==> src/crs_pkg.sv <==
// ----------------------------------------------------------------------------
// crs_pkg: shared types and constants of the clip rectangle stack
// Stack size, opcode and status codes, register indexes and the region
// record held by each stack cell.
// ----------------------------------------------------------------------------
package crs_pkg;

    localparam int STACK_DEPTH = 16;
    localparam int DEPTH_W     = $clog2(STACK_DEPTH + 1);
    localparam int CFG_IDX_W   = 4;

    typedef enum logic [2:0] {
        OP_CLIP       = 3'd0,
        OP_HIT_TEST   = 3'd1,
        OP_PUSH       = 3'd2,
        OP_PUSH_EMPTY = 3'd3,
        OP_POP        = 3'd4,
        OP_REPLACE    = 3'd5
    } opcode_t;

    typedef enum logic [1:0] {
        ST_DONE  = 2'd0,
        ST_FULL  = 2'd1,
        ST_EMPTY = 2'd2
    } status_t;

    localparam logic [CFG_IDX_W-1:0] CFG_OFFSET_X    = 4'd0;
    localparam logic [CFG_IDX_W-1:0] CFG_OFFSET_Y    = 4'd1;
    localparam logic [CFG_IDX_W-1:0] CFG_SCREEN_COLS = 4'd2;
    localparam logic [CFG_IDX_W-1:0] CFG_SCREEN_ROWS = 4'd3;

    // One stacked clip region
    typedef struct packed {
        logic               empty;
        logic signed [16:0] x;
        logic signed [16:0] y;
        logic        [15:0] w;
        logic        [15:0] h;
    } region_t;

    // Shift control for one cell
    typedef struct packed {
        logic take_up;   // load from the cell above (or new data at the head)
        logic take_dn;   // load from the cell below
    } cell_cmd_t;

endpackage

==> src/crs_cell.sv <==
// ----------------------------------------------------------------------------
// crs_cell: one stack cell
// Holds one clip region; shifts down on push, up on pop, else holds.
// ----------------------------------------------------------------------------
module crs_cell
    import crs_pkg::*;
(
    input  logic      clk,
    input  cell_cmd_t cmd,
    input  region_t   up_region,
    input  region_t   dn_region,
    output region_t   region
);

    region_t region_reg;
    region_t region_next;

    always_comb
    begin
        priority if (cmd.take_up)
        begin
            region_next = up_region;
        end
        else if (cmd.take_dn)
        begin
            region_next = dn_region;
        end
        else
        begin
            region_next = region_reg;
        end
    end

    always_ff @(posedge clk)
    begin
        region_reg <= region_next;
    end

    assign region = region_reg;

endmodule

==> src/crs_axis.sv <==
// ----------------------------------------------------------------------------
// crs_axis: clamp one axis of a rectangle to a region
// Length is max(0, min(last, reg_last) - max(pos, reg_pos) + 1).
// ----------------------------------------------------------------------------
module crs_axis
    import crs_pkg::*;
(
    input  logic signed [16:0] pos,
    input  logic        [15:0] len,
    input  logic signed [18:0] last,       // pos + len - 1
    input  logic signed [16:0] reg_pos,
    input  logic signed [18:0] reg_last,   // region start + length - 1
    output logic signed [16:0] clip_pos,
    output logic        [15:0] clip_len,
    output logic               moved
);

    logic signed [18:0] pos_w;
    logic signed [18:0] rpos_w;
    logic signed [18:0] lo;
    logic signed [18:0] hi;
    logic signed [19:0] span;
    logic               below;
    logic               beyond;

    always_comb
    begin
        pos_w    = 19'(pos);
        rpos_w   = 19'(reg_pos);
        below    = pos_w < rpos_w;
        beyond   = pos_w > reg_last;
        lo       = below ? rpos_w : pos_w;
        hi       = (last < reg_last) ? last : reg_last;
        span     = 20'(hi) - 20'(lo) + 20'sd1;
        clip_len = (span <= 20'sd0) ? 16'd0 : span[15:0];
        // past the far edge the position sits on the last column
        clip_pos = below ? reg_pos : (beyond ? reg_last[16:0] : pos);
        moved    = below | beyond | (clip_len != len);
    end

endmodule

==> src/clip_rectangle_stack.sv <==
// ----------------------------------------------------------------------------
// clip_rectangle_stack: 2D clip unit with a stack of clip regions
// Clips offset rectangles to the top region or the screen, runs intersect
// tests and pushes, pops and replaces regions held in a shifting row of cells.
// ----------------------------------------------------------------------------
// Usage:
//  - Input channel (in_valid/in_ready) takes one request: opcode plus a
//    rectangle. Output channel (out_valid/out_ready) returns exactly one
//    result per request, in order.
//  - Configuration channel (cfg_valid/cfg_ready/cfg_index/cfg_data) is
//    always ready; write it only while no request is in flight.
//  - Flow: a request is registered in the input stage and its result in
//    the output register. The input stage takes no new request until the
//    last one has left it. The head cell's region bounds are registered
//    behind every stack update, and the next request reads them, so only
//    one request is worked at a time.
//  - Stall: while the output register holds an untaken result, one more
//    request may be accepted and waits in the input stage; in_ready then
//    drops until the result is taken.
//  - Reset: stack empty, offsets 0, screen 80 x 25. Stack cells are not
//    cleared; an entry is only read after it has been written.
// ----------------------------------------------------------------------------
module clip_rectangle_stack
    import crs_pkg::*;
(
    input  logic                 clk,
    input  logic                 rst_n,

    input  logic                 cfg_valid,
    output logic                 cfg_ready,
    input  logic [CFG_IDX_W-1:0] cfg_index,
    input  logic [15:0]          cfg_data,

    input  logic                 in_valid,
    output logic                 in_ready,
    input  logic [2:0]           opcode,
    input  logic signed [15:0]   rect_x,
    input  logic signed [15:0]   rect_y,
    input  logic [15:0]          rect_w,
    input  logic [15:0]          rect_h,

    output logic                 out_valid,
    input  logic                 out_ready,
    output logic signed [16:0]   clip_x,
    output logic signed [16:0]   clip_y,
    output logic [15:0]          clip_w,
    output logic [15:0]          clip_h,
    output logic                 changed,
    output logic                 hits,
    output logic [1:0]           status,
    output logic [4:0]           depth_after
);

    // ---------------- configuration registers ----------------
    logic signed [15:0] offset_x_reg;
    logic signed [15:0] offset_y_reg;
    logic        [15:0] screen_cols_reg;
    logic        [15:0] screen_rows_reg;

    assign cfg_ready = 1'b1;

    always_ff @(posedge clk or negedge rst_n)
    begin
        if (!rst_n)
        begin
            offset_x_reg    <= '0;
            offset_y_reg    <= '0;
            screen_cols_reg <= 16'd80;
            screen_rows_reg <= 16'd25;
        end
        else if (cfg_valid)
        begin
            if (cfg_index == CFG_OFFSET_X)    offset_x_reg    <= cfg_data;
            if (cfg_index == CFG_OFFSET_Y)    offset_y_reg    <= cfg_data;
            if (cfg_index == CFG_SCREEN_COLS) screen_cols_reg <= cfg_data;
            if (cfg_index == CFG_SCREEN_ROWS) screen_rows_reg <= cfg_data;
        end
    end

    // screen region last column/row, registered from config
    logic signed [18:0] scr_lastx_reg;
    logic signed [18:0] scr_lasty_reg;

    always_ff @(posedge clk or negedge rst_n)
    begin
        if (!rst_n)
        begin
            scr_lastx_reg <= 19'sd79;
            scr_lasty_reg <= 19'sd24;
        end
        else
        begin
            scr_lastx_reg <= $signed({3'b000, screen_cols_reg}) - 19'sd1;
            scr_lasty_reg <= $signed({3'b000, screen_rows_reg}) - 19'sd1;
        end
    end

    // ---------------- input stage: apply offset, precompute ends ----------------
    logic               s1_valid_reg;
    logic [2:0]         s1_op_reg;
    logic signed [16:0] s1_px_reg;
    logic signed [16:0] s1_py_reg;
    logic [15:0]        s1_w_reg;
    logic [15:0]        s1_h_reg;
    logic signed [18:0] s1_endx_reg;     // px + w, one past the right edge
    logic signed [18:0] s1_endy_reg;
    logic signed [18:0] s1_lastx_reg;    // px + w - 1
    logic signed [18:0] s1_lasty_reg;

    logic               in_fire;
    logic               s2_fire;
    logic signed [16:0] px_c;
    logic signed [16:0] py_c;
    logic signed [18:0] endx_c;
    logic signed [18:0] endy_c;

    assign in_ready = !s1_valid_reg;
    assign in_fire  = in_valid && in_ready;

    always_comb
    begin
        px_c   = 17'(rect_x) + 17'(offset_x_reg);
        py_c   = 17'(rect_y) + 17'(offset_y_reg);
        endx_c = 19'(px_c) + $signed({3'b000, rect_w});
        endy_c = 19'(py_c) + $signed({3'b000, rect_h});
    end

    always_ff @(posedge clk or negedge rst_n)
    begin
        if (!rst_n)
        begin
            s1_valid_reg <= 1'b0;
        end
        else if (in_fire)
        begin
            s1_valid_reg <= 1'b1;
        end
        else if (s2_fire)
        begin
            s1_valid_reg <= 1'b0;
        end
    end

    always_ff @(posedge clk)
    begin
        if (in_fire)
        begin
            s1_op_reg    <= opcode;
            s1_px_reg    <= px_c;
            s1_py_reg    <= py_c;
            s1_w_reg     <= rect_w;
            s1_h_reg     <= rect_h;
            s1_endx_reg  <= endx_c;
            s1_endy_reg  <= endy_c;
            s1_lastx_reg <= endx_c - 19'sd1;
            s1_lasty_reg <= endy_c - 19'sd1;
        end
    end

    // ---------------- stack: row of cells, cell 0 is the top ----------------
    region_t   cell_q   [STACK_DEPTH];
    cell_cmd_t cell_cmd [STACK_DEPTH];
    region_t   new_region;
    logic      do_push;
    logic      do_pop;
    logic      do_replace;

    for (genvar i = 0; i < STACK_DEPTH; i++)
    begin : g_cell
        region_t up_r;
        region_t dn_r;

        if (i == 0)
        begin : g_head
            assign up_r = new_region;
            assign cell_cmd[i].take_up = do_push || do_replace;
        end
        else
        begin : g_body
            assign up_r = cell_q[i-1];
            assign cell_cmd[i].take_up = do_push;
        end

        if (i == STACK_DEPTH - 1)
        begin : g_tail
            assign dn_r = cell_q[i];
        end
        else
        begin : g_mid
            assign dn_r = cell_q[i+1];
        end

        assign cell_cmd[i].take_dn = do_pop;

        crs_cell u_cell (
            .clk       (clk),
            .cmd       (cell_cmd[i]),
            .up_region (up_r),
            .dn_region (dn_r),
            .region    (cell_q[i])
        );
    end

    // head region bounds, registered from the head cell after any stack update
    logic signed [18:0] top_lastx_reg;
    logic signed [18:0] top_lasty_reg;
    logic signed [18:0] top_endx_reg;
    logic signed [18:0] top_endy_reg;

    always_ff @(posedge clk)
    begin
        top_endx_reg  <= 19'(cell_q[0].x) + $signed({3'b000, cell_q[0].w});
        top_endy_reg  <= 19'(cell_q[0].y) + $signed({3'b000, cell_q[0].h});
        top_lastx_reg <= 19'(cell_q[0].x) + $signed({3'b000, cell_q[0].w}) - 19'sd1;
        top_lasty_reg <= 19'(cell_q[0].y) + $signed({3'b000, cell_q[0].h}) - 19'sd1;
    end

    logic [DEPTH_W-1:0] depth_reg;
    logic [DEPTH_W-1:0] depth_next;
    logic               stack_full;
    logic               stack_none;
    logic               region_real;

    assign stack_full  = depth_reg == DEPTH_W'(STACK_DEPTH);
    assign stack_none  = depth_reg == '0;
    assign region_real = !stack_none && !cell_q[0].empty;

    // ---------------- clipping against the active region ----------------
    logic signed [16:0] reg_x;
    logic signed [16:0] reg_y;
    logic signed [18:0] reg_lastx;
    logic signed [18:0] reg_lasty;
    logic signed [16:0] ax_x;
    logic signed [16:0] ax_y;
    logic [15:0]        ax_w;
    logic [15:0]        ax_h;
    logic               ax_moved_x;
    logic               ax_moved_y;

    assign reg_x     = region_real ? cell_q[0].x   : 17'sd0;
    assign reg_y     = region_real ? cell_q[0].y   : 17'sd0;
    assign reg_lastx = region_real ? top_lastx_reg : scr_lastx_reg;
    assign reg_lasty = region_real ? top_lasty_reg : scr_lasty_reg;

    crs_axis u_axis_x (
        .pos      (s1_px_reg),
        .len      (s1_w_reg),
        .last     (s1_lastx_reg),
        .reg_pos  (reg_x),
        .reg_last (reg_lastx),
        .clip_pos (ax_x),
        .clip_len (ax_w),
        .moved    (ax_moved_x)
    );

    crs_axis u_axis_y (
        .pos      (s1_py_reg),
        .len      (s1_h_reg),
        .last     (s1_lasty_reg),
        .reg_pos  (reg_y),
        .reg_last (reg_lasty),
        .clip_pos (ax_y),
        .clip_len (ax_h),
        .moved    (ax_moved_y)
    );

    // zero-length rectangles pass through untouched
    logic               clip_active;
    logic signed [16:0] cr_x;
    logic signed [16:0] cr_y;
    logic [15:0]        cr_w;
    logic [15:0]        cr_h;
    logic               cr_changed;
    logic               touch;

    always_comb
    begin
        clip_active = (s1_w_reg != '0) && (s1_h_reg != '0);
        cr_x        = clip_active ? ax_x : s1_px_reg;
        cr_y        = clip_active ? ax_y : s1_py_reg;
        cr_w        = clip_active ? ax_w : s1_w_reg;
        cr_h        = clip_active ? ax_h : s1_h_reg;
        cr_changed  = clip_active && (ax_moved_x || ax_moved_y);
        // edges count as touching; no real region means always a hit
        touch = !region_real
             || !((s1_endx_reg < 19'(cell_q[0].x)) || (19'(s1_px_reg) > top_endx_reg)
               || (s1_endy_reg < 19'(cell_q[0].y)) || (19'(s1_py_reg) > top_endy_reg));
    end

    // ---------------- opcode decode and stack update ----------------
    logic               out_valid_reg;
    logic signed [16:0] clip_x_reg,  clip_x_next;
    logic signed [16:0] clip_y_reg,  clip_y_next;
    logic [15:0]        clip_w_reg,  clip_w_next;
    logic [15:0]        clip_h_reg,  clip_h_next;
    logic               changed_reg, changed_next;
    logic               hits_reg,    hits_next;
    status_t            status_reg,  status_next;
    logic               show;

    assign s2_fire = s1_valid_reg && (!out_valid_reg || out_ready);

    always_comb
    begin
        do_push     = 1'b0;
        do_pop      = 1'b0;
        do_replace  = 1'b0;
        show        = 1'b0;
        hits_next   = 1'b0;
        status_next = ST_DONE;
        depth_next  = depth_reg;
        new_region  = '{empty: 1'b0, x: cr_x, y: cr_y, w: cr_w, h: cr_h};

        unique case (opcode_t'(s1_op_reg))
            OP_CLIP:
            begin
                show = 1'b1;
            end
            OP_HIT_TEST:
            begin
                hits_next = touch;
            end
            OP_PUSH:
            begin
                if (stack_full)
                begin
                    status_next = ST_FULL;
                end
                else
                begin
                    do_push    = s2_fire;
                    show       = 1'b1;
                    depth_next = depth_reg + 1'b1;
                end
            end
            OP_PUSH_EMPTY:
            begin
                new_region = '{empty: 1'b1, x: '0, y: '0, w: '0, h: '0};
                if (stack_full)
                begin
                    status_next = ST_FULL;
                end
                else
                begin
                    do_push    = s2_fire;
                    depth_next = depth_reg + 1'b1;
                end
            end
            OP_POP:
            begin
                if (stack_none)
                begin
                    status_next = ST_EMPTY;
                end
                else
                begin
                    do_pop     = s2_fire;
                    depth_next = depth_reg - 1'b1;
                end
            end
            OP_REPLACE:
            begin
                // replace on an empty stack is a push
                show = 1'b1;
                if (stack_none)
                begin
                    do_push    = s2_fire;
                    depth_next = depth_reg + 1'b1;
                end
                else
                begin
                    do_replace = s2_fire;
                end
            end
            default:
            begin
                show = 1'b0;
            end
        endcase

        clip_x_next  = show ? cr_x       : 17'sd0;
        clip_y_next  = show ? cr_y       : 17'sd0;
        clip_w_next  = show ? cr_w       : 16'd0;
        clip_h_next  = show ? cr_h       : 16'd0;
        changed_next = show ? cr_changed : 1'b0;
    end

    always_ff @(posedge clk or negedge rst_n)
    begin
        if (!rst_n)
        begin
            depth_reg     <= '0;
            out_valid_reg <= 1'b0;
        end
        else
        begin
            if (s2_fire)
            begin
                depth_reg <= depth_next;
            end
            out_valid_reg <= s2_fire || (out_valid_reg && !out_ready);
        end
    end

    logic [DEPTH_W-1:0] out_depth_reg;

    always_ff @(posedge clk)
    begin
        if (s2_fire)
        begin
            clip_x_reg    <= clip_x_next;
            clip_y_reg    <= clip_y_next;
            clip_w_reg    <= clip_w_next;
            clip_h_reg    <= clip_h_next;
            changed_reg   <= changed_next;
            hits_reg      <= hits_next;
            status_reg    <= status_next;
            out_depth_reg <= depth_next;
        end
    end

    assign out_valid   = out_valid_reg;
    assign clip_x      = clip_x_reg;
    assign clip_y      = clip_y_reg;
    assign clip_w      = clip_w_reg;
    assign clip_h      = clip_h_reg;
    assign changed     = changed_reg;
    assign hits        = hits_reg;
    assign status      = status_reg;
    assign depth_after = 5'(out_depth_reg);

    // ---------------- assertions ----------------
    a_depth_bound: assert property (@(posedge clk) disable iff (!rst_n)
        depth_reg <= DEPTH_W'(STACK_DEPTH))
        else $error("stack depth past its bound");

    a_full_keeps_depth: assert property (@(posedge clk) disable iff (!rst_n)
        out_valid_reg && (status_reg == ST_FULL) |-> out_depth_reg == DEPTH_W'(STACK_DEPTH))
        else $error("push refused on a stack that was not full");

    a_empty_keeps_depth: assert property (@(posedge clk) disable iff (!rst_n)
        out_valid_reg && (status_reg == ST_EMPTY) |-> out_depth_reg == '0)
        else $error("pop refused on a stack that was not empty");

    a_hit_no_clip: assert property (@(posedge clk) disable iff (!rst_n)
        out_valid_reg && hits_reg |-> (clip_w_reg == '0) && !changed_reg
                                      && (status_reg == ST_DONE))
        else $error("intersect result mixed with clip fields");

    a_one_in_flight: assert property (@(posedge clk) disable iff (!rst_n)
        s2_fire && !in_fire |=> !s1_valid_reg)
        else $error("input stage not released after completion");

endmodule
==> config.mk <==
export PLATFORM = sky130hd
export DESIGN_NAME = clip_rectangle_stack
export DESIGN_NICKNAME = d
export VERILOG_FILES = /design/src/crs_pkg.sv /design/src/crs_cell.sv /design/src/crs_axis.sv /design/src/clip_rectangle_stack.sv
export SDC_FILE = /design/constraint.sdc
export NUM_CORES = 2
export LEC_CHECK = 0
export ABC_AREA = 1
export BUFFER_PORTS_ARGS = -buffer_cell sky130_fd_sc_hd__buf_2
export CAP_MARGIN = 15
export CORE_MARGIN = 2
export CORE_UTILIZATION = 29
export DETAILED_ROUTE_END_ITERATION = 16
export GPL_ROUTABILITY_DRIVEN = 0
export MAX_ROUTING_LAYER = met4
export PLACE_DENSITY = 0.45
export SYNTH_ARGS = -nofsm -noshare
export SYNTH_HDL_FRONTEND = slang
export SYNTH_SLANG_ARGS = --single-unit
==> constraint.sdc <==
create_clock -name clk -period 98.4 [get_ports clk]
set_input_delay 9.84 -clock clk [delete_from_list [all_inputs] [get_ports clk]]
set_output_delay 9.84 -clock clk [all_outputs]
set_load 0.03 [all_outputs]
; ---- Yosys cells after proc, flatten, opt, wreduce, memory -nomap -nowiden
; Index checks and enable logic that the tools add are counted.
[word_totals]
regBits = 1469
latchBits = 0
ram_bits = 0
mem_bits_ro = 0
inputBits = 92
out_inout_bits = 78
elab_cells = 256
memories = 0
[classes]
n_addsub = 18
multipliers = 0
div = 0
magnitude_cmp = 12
n_eq_ne = 11
shift = 0
muxes = 66
bitwise = 4
n_reduce_logical = 35
[ops]
columns = cell, n
row1 = 67-bit two-way mux, 31
row2 = 17-bit two-way mux, 8
row3 = 19-bit two-way mux, 6
row4 = "18-bit by 2-bit subtractor with 19-bit output, second input constant", 4
row5 = 17-bit by 17-bit adder with 18-bit output, 4
row6 = 16-bit two-way mux, 4
row7 = "20-bit by 2-bit adder with 20-bit output, second input constant", 2
row8 = "20-bit by 1-bit less-or-equal comparator with 1-bit output, second input constant", 2
row9 = 19-bit by 19-bit subtractor with 20-bit output, 2
row10 = 17-bit by 19-bit > comparator with 1-bit output, 2
row11 = 19-bit less-than comparator, 2
row12 = 17-bit by 18-bit > comparator with 1-bit output, 2
row13 = 18-bit by 17-bit less-than comparator with 1-bit output, 2
row14 = 16-bit by 16-bit adder with 17-bit output, 2
row15 = 17-bit less-than comparator, 2
row16 = "16-bit by 1-bit subtractor with 17-bit output, second input constant", 2
row17 = 16-bit != test, 2
row18 = 16-bit nonzero test, 2
row19 = 5-bit two-way mux, 3
row20 = 5-bit one-hot mux with 3 select lines, 1
row21 = 1-bit two-way mux, 9
row22 = "4-bit by 2-bit equality test with 1-bit output, second input constant", 2
row23 = 1-bit logical OR, 8
row24 = 2-bit AND reduction, 4
row25 = 18 further kinds, 38

; ---- Longest topological paths before layout
[logic_depth]
ltp_word = 14
ltp_mapped = 51
ltp_nobuf = 45

; ---- Hierarchy
; Synthesis repeated with hierarchy kept, for this count alone.
[unflattened]
cells_unflattened = 8810
area_unflattened_um2 = 77523.1
[by_module_without_submodules]
columns = mod, instances, cells_per_inst, area_per_inst_um2, seq_area_each_um2
row1 = crs_cell, 16, 285, 2885.3, 2011.9
row2 = clip_rectangle_stack, 1, 2758, 23145.9, 10670.2
row3 = crs_axis, 2, 746, 4106.4, 0.0

; ---- Worst setup path after synthesis
; No wires, ideal clock.
[synth_path]
kind = input to register
start = in out_ready
end = reg g_cell[10].u_cell.region_reg (netlist bit g_cell[10].u_cell.region[0]) (enable)
setup_time_ns = 3.546
t_arrival_ns = 75.130
t_required_ns = 94.854
setup_slack_ns = 19.724
stages = 2
n_path_buf = 0
path_cell_list = o21ai_1 -> o21ai_0
[synth_between]
elab_chain_cells = 5
elab_cells_between_ends = 8
classes_between = mux (5) / reduce/logical (3)
[synth_rtl]
columns = element, line
row1 = from (decl), clip_rectangle_stack.sv:43  ; input logic out_ready,
row2 = 1-bit logical OR *, clip_rectangle_stack.sv:301  ; assign s2_fire = s1_valid_reg && (!out_valid_reg || out_ready);
row3 = 1-bit logical AND *, clip_rectangle_stack.sv:301
row4 = 1-bit two-way mux (on tied branches), -
row5 = 1-bit one-hot mux with 2 select lines / 1-bit two-way mux (equally long branches), clip_rectangle_stack.sv:314  ; unique case (opcode_t'(s1_op_reg))
row6 = 2-bit nonzero test (no line) *, -
row7 = to (signal assigned), crs_cell.sv:36  ; region_reg <= region_next;
row8 = to (decl), crs_cell.sv:15  ; region_t region_reg;
; Mark *: on every way between the ends. The rest lies on a longest branch, timed or not.
; A chain may end at the register's enable or synchronous reset.

==> flow_summary.ini <==
[clocking]
post_cts_resized = 0
cts_max_level = 4
cts_buffer_depth = 3
cts_tree = built
cts_root_buf = clkbuf_16
post_cts_buffers = 0
cts.sink_count = 1469
clock_latency_ns = 0.84
clk_pin_slew_ns = 0.06
cts_inserted_buffers = 171
hold_buffers = 0

[critical_path]
crit_path_max_incr_delay_ns = 0.81
endpoint_kind = flop
crit_top_cell = buf_4
rrSetupSlack_ns = 89.01
crit_type = in2reg
slowest_stage = buf_4
r2r_end = changed
cp.required_ns = 98.98
reg2reg_from = depth_reg[1]
cp_cell_sequence = buf_2 > o21ai_1 > buf_4 > inv_4 > nand2_4 > buf_4 > buf_4 > buf_4 > buf_4 > buf_16 > o21ai_0
cp_max_fo = 95
cp.arrival_ns = 14.95
crit_end = g_cell[2].u_cell.region[5]
cp-startpoint = out_ready
r2r.worst_path.cells = 41
start_kind = input port

[synth]
ys_seq_area_frac = 0.583
ys.warnings.count = 0
synth_top_family_by_area = simple AND/OR/NAND/NOR gates
synth_edf_count = 1290
synth-simple-area-share = 0.220
syn_nets = 8332
synth-seq-cells = 1469
syn_area_per_cell_um2 = 9.33
synthCells = 7884
synth-xor-area-share = 0.0198
synth-compound-area-share = 0.0615
synth.distinct_cells = 76
synthMuxAreaShare = 0.00299
synth_fa_ha_area_frac = 0.0614
syn_area_um2 = 73600
synth_ff_type = edfxtp_1
synthArstFlopShare = 0.0715

[cells_and_area]
final_area_um2 = 83400
regArea_um2 = 42900
largest_reg_flops = 1072
drive_above_1_share = 0.0668
num-fill-cells = 26200
nNetsFinal = 8442
area_delta_synth_final_pct = 13.4
multi_input_area_um2 = 26900

[run_status]
status = finished, final reports clean

[sta]
timing.fmax_mhz = 69.6
grt_setup_unrepaired = no
maxSlewViolCount = 0
layout_min_cycle_time_ns = 14.37
tightest_slew_ns = 1.28
setup_tns_ns = 0
max_slew_margin = 0.137
hold_viol_final = 0
finalCritPeriodShare = 0.146
skew_ns = 0.0720
finalSetupViolCount = 0
hold_slack_ns = 0.416

[floorplanning]
die_area_um2 = 258000
core_region_area_um2 = 252000
die_y_um = 508
io_pins = 170
num_rows = 184
initial_utilization = 0.292
fp.dieW_um = 508

[grt]
grt_usage = 0.164
grt_max_degree = 174
grt_use_met2 = 0.245
grt-ovfl-total = 0
antenna_found_initial = 4
grt_pass1_vias = 51900
grt_pass1_wl_mm = 319
met1_usage = 0.231
grt.busiest_layer = met2
met3_usage = 0.0215

[worst_hold_path]
hold_class = reg2reg
hold_depth = 0

[placement]
placed_cell_area_um2 = 77900
port-buffer-count = 168
dp.final_hpwl_mm = 149

[job]
maxCapViolations = 0

[drt]
wire_per_inst_um = 18.3
vias_per_cell = 4.69
drt_iter0_drc = 5038
wl_mm = 210
ant_nets = 0
drc = 0
drtPass1Iterations = 6
vias = 53900
-- synthesized netlist by cell type, types with 12 or more instances --
master | instances | share of area
dfstp_2 | 12 | 0.0043
inv_2 | 13 | 0.00066
o211ai_1 | 30 | 0.0031
inv_1 | 668 | 0.034
edfxtp_1 | 1290 | 0.53
dfxtp_1 | 74 | 0.020
mux2i_1 | 22 | 0.0030
nor3_1 | 46 | 0.0031
nor4_1 | 19 | 0.0016
o21bai_1 | 12 | 0.0012
clkbuf_1 | 249 | 0.013
a21oi_1 | 170 | 0.012
o21ai_1 | 49 | 0.0033
o22ai_1 | 33 | 0.0028
buf_2 | 22 | 0.0015
xnor2_1 | 38 | 0.0045
ha_1 | 348 | 0.059
nor2_1 | 268 | 0.014
nand4_1 | 79 | 0.0067
o21ai_0 | 449 | 0.031
dfrtp_1 | 93 | 0.032
nand2_1 | 3354 | 0.17
buf_1 | 12 | 0.00061
nand2_2 | 19 | 0.0016
nand3b_1 | 15 | 0.0015
xor2_1 | 123 | 0.015
nand3_1 | 227 | 0.015
-- worst max-delay path, delay by kind of cell --
family / cells / cell delay, ns
AOI/OAI and AO/OA: 2 / 0.48
buffers and inverters: 8 / 3.55
and+or+nand+nor: 1 / 0.72
-- metal layers --
metal	up-vias	wire length [um]	share of wire
li1	26300	-	-
met1	26100	101000	0.48
met2	1208	92500	0.44
met3	293	9680	0.046
met4	0	6370	0.030
met5	-	0	0
-- metrics by stage --
stage,util,cells,worst slack (ns)
floorplan,-,7884,19.72
global placement,0.309,11200,82.82
detailed placement,0.309,11200,82.76
CTS,0.331,11500,83.67
global route,0.331,11500,83.60
finish,0.331,11500,84.03
-- kinds of logic after synthesis --
| family | after synthesis |
|---|---|
| flops | 1469 |
| other cells | 1 |
| compound gates | 823 |
| fa+ha+maj | 356 |
| buf+inv | 981 |
| mux | 22 |
| xor+xnor | 164 |
| simple gates | 4068 |
-- area by class of cell --
type                    instances  share of cell area
inverters                     684              0.0309
multi-input cells            5434               0.323
repair buffers                234              0.0170
flip-flops and latches       1469               0.514
well taps                    3348              0.0502
diodes                          4            0.000120
clock buffers                 252              0.0558
clock inverters                59             0.00910
-- layout by cell type (no fill, tap or decap), types with 11 or more instances in the layout --
master,instances
nand3_1,227
mux2i_1,22
xor2_1,123
edfxtp_1,1290
nand2_2,19
xnor2_1,38
nand4_1,79
nor3_1,46
o21bai_1,12
o21ai_1,55
dfstp_2,12
a211oi_1,11
nor4_1,19
nor2_1,267
inv_2,13
o22ai_1,33
clkinv_1,29
o211ai_1,30
nand2_1,3353
buf_4,61
dfrtp_1,93
clkbuf_16,173
nand3b_1,15
a21oi_1,169
dfxtp_1,74
inv_1,666
ha_1,348
clkbuf_1,75
a31oi_1,11
buf_2,167
o21ai_0,441
-- worst min-delay path by stage --
stage / from / endpoint / slack (ns)
CTS: g_cell[14].u_cell.region[66] / g_cell[15].u_cell.region[66] / 0.40
finish: g_cell[14].u_cell.region[66] / g_cell[15].u_cell.region[66] / 0.42
floorplan: screen_cols_reg[0] / scr_lastx_reg[0] / 0.39
global placement: g_cell[14].u_cell.region[62] / g_cell[15].u_cell.region[62] / 0.43
global route: g_cell[14].u_cell.region[66] / g_cell[15].u_cell.region[66] / 0.43
detailed placement: screen_cols_reg[0] / scr_lastx_reg[0] / 0.43
Power is not shown: default switching activity piles up to over one toggle a cycle in this logic, so the estimate is an artifact.
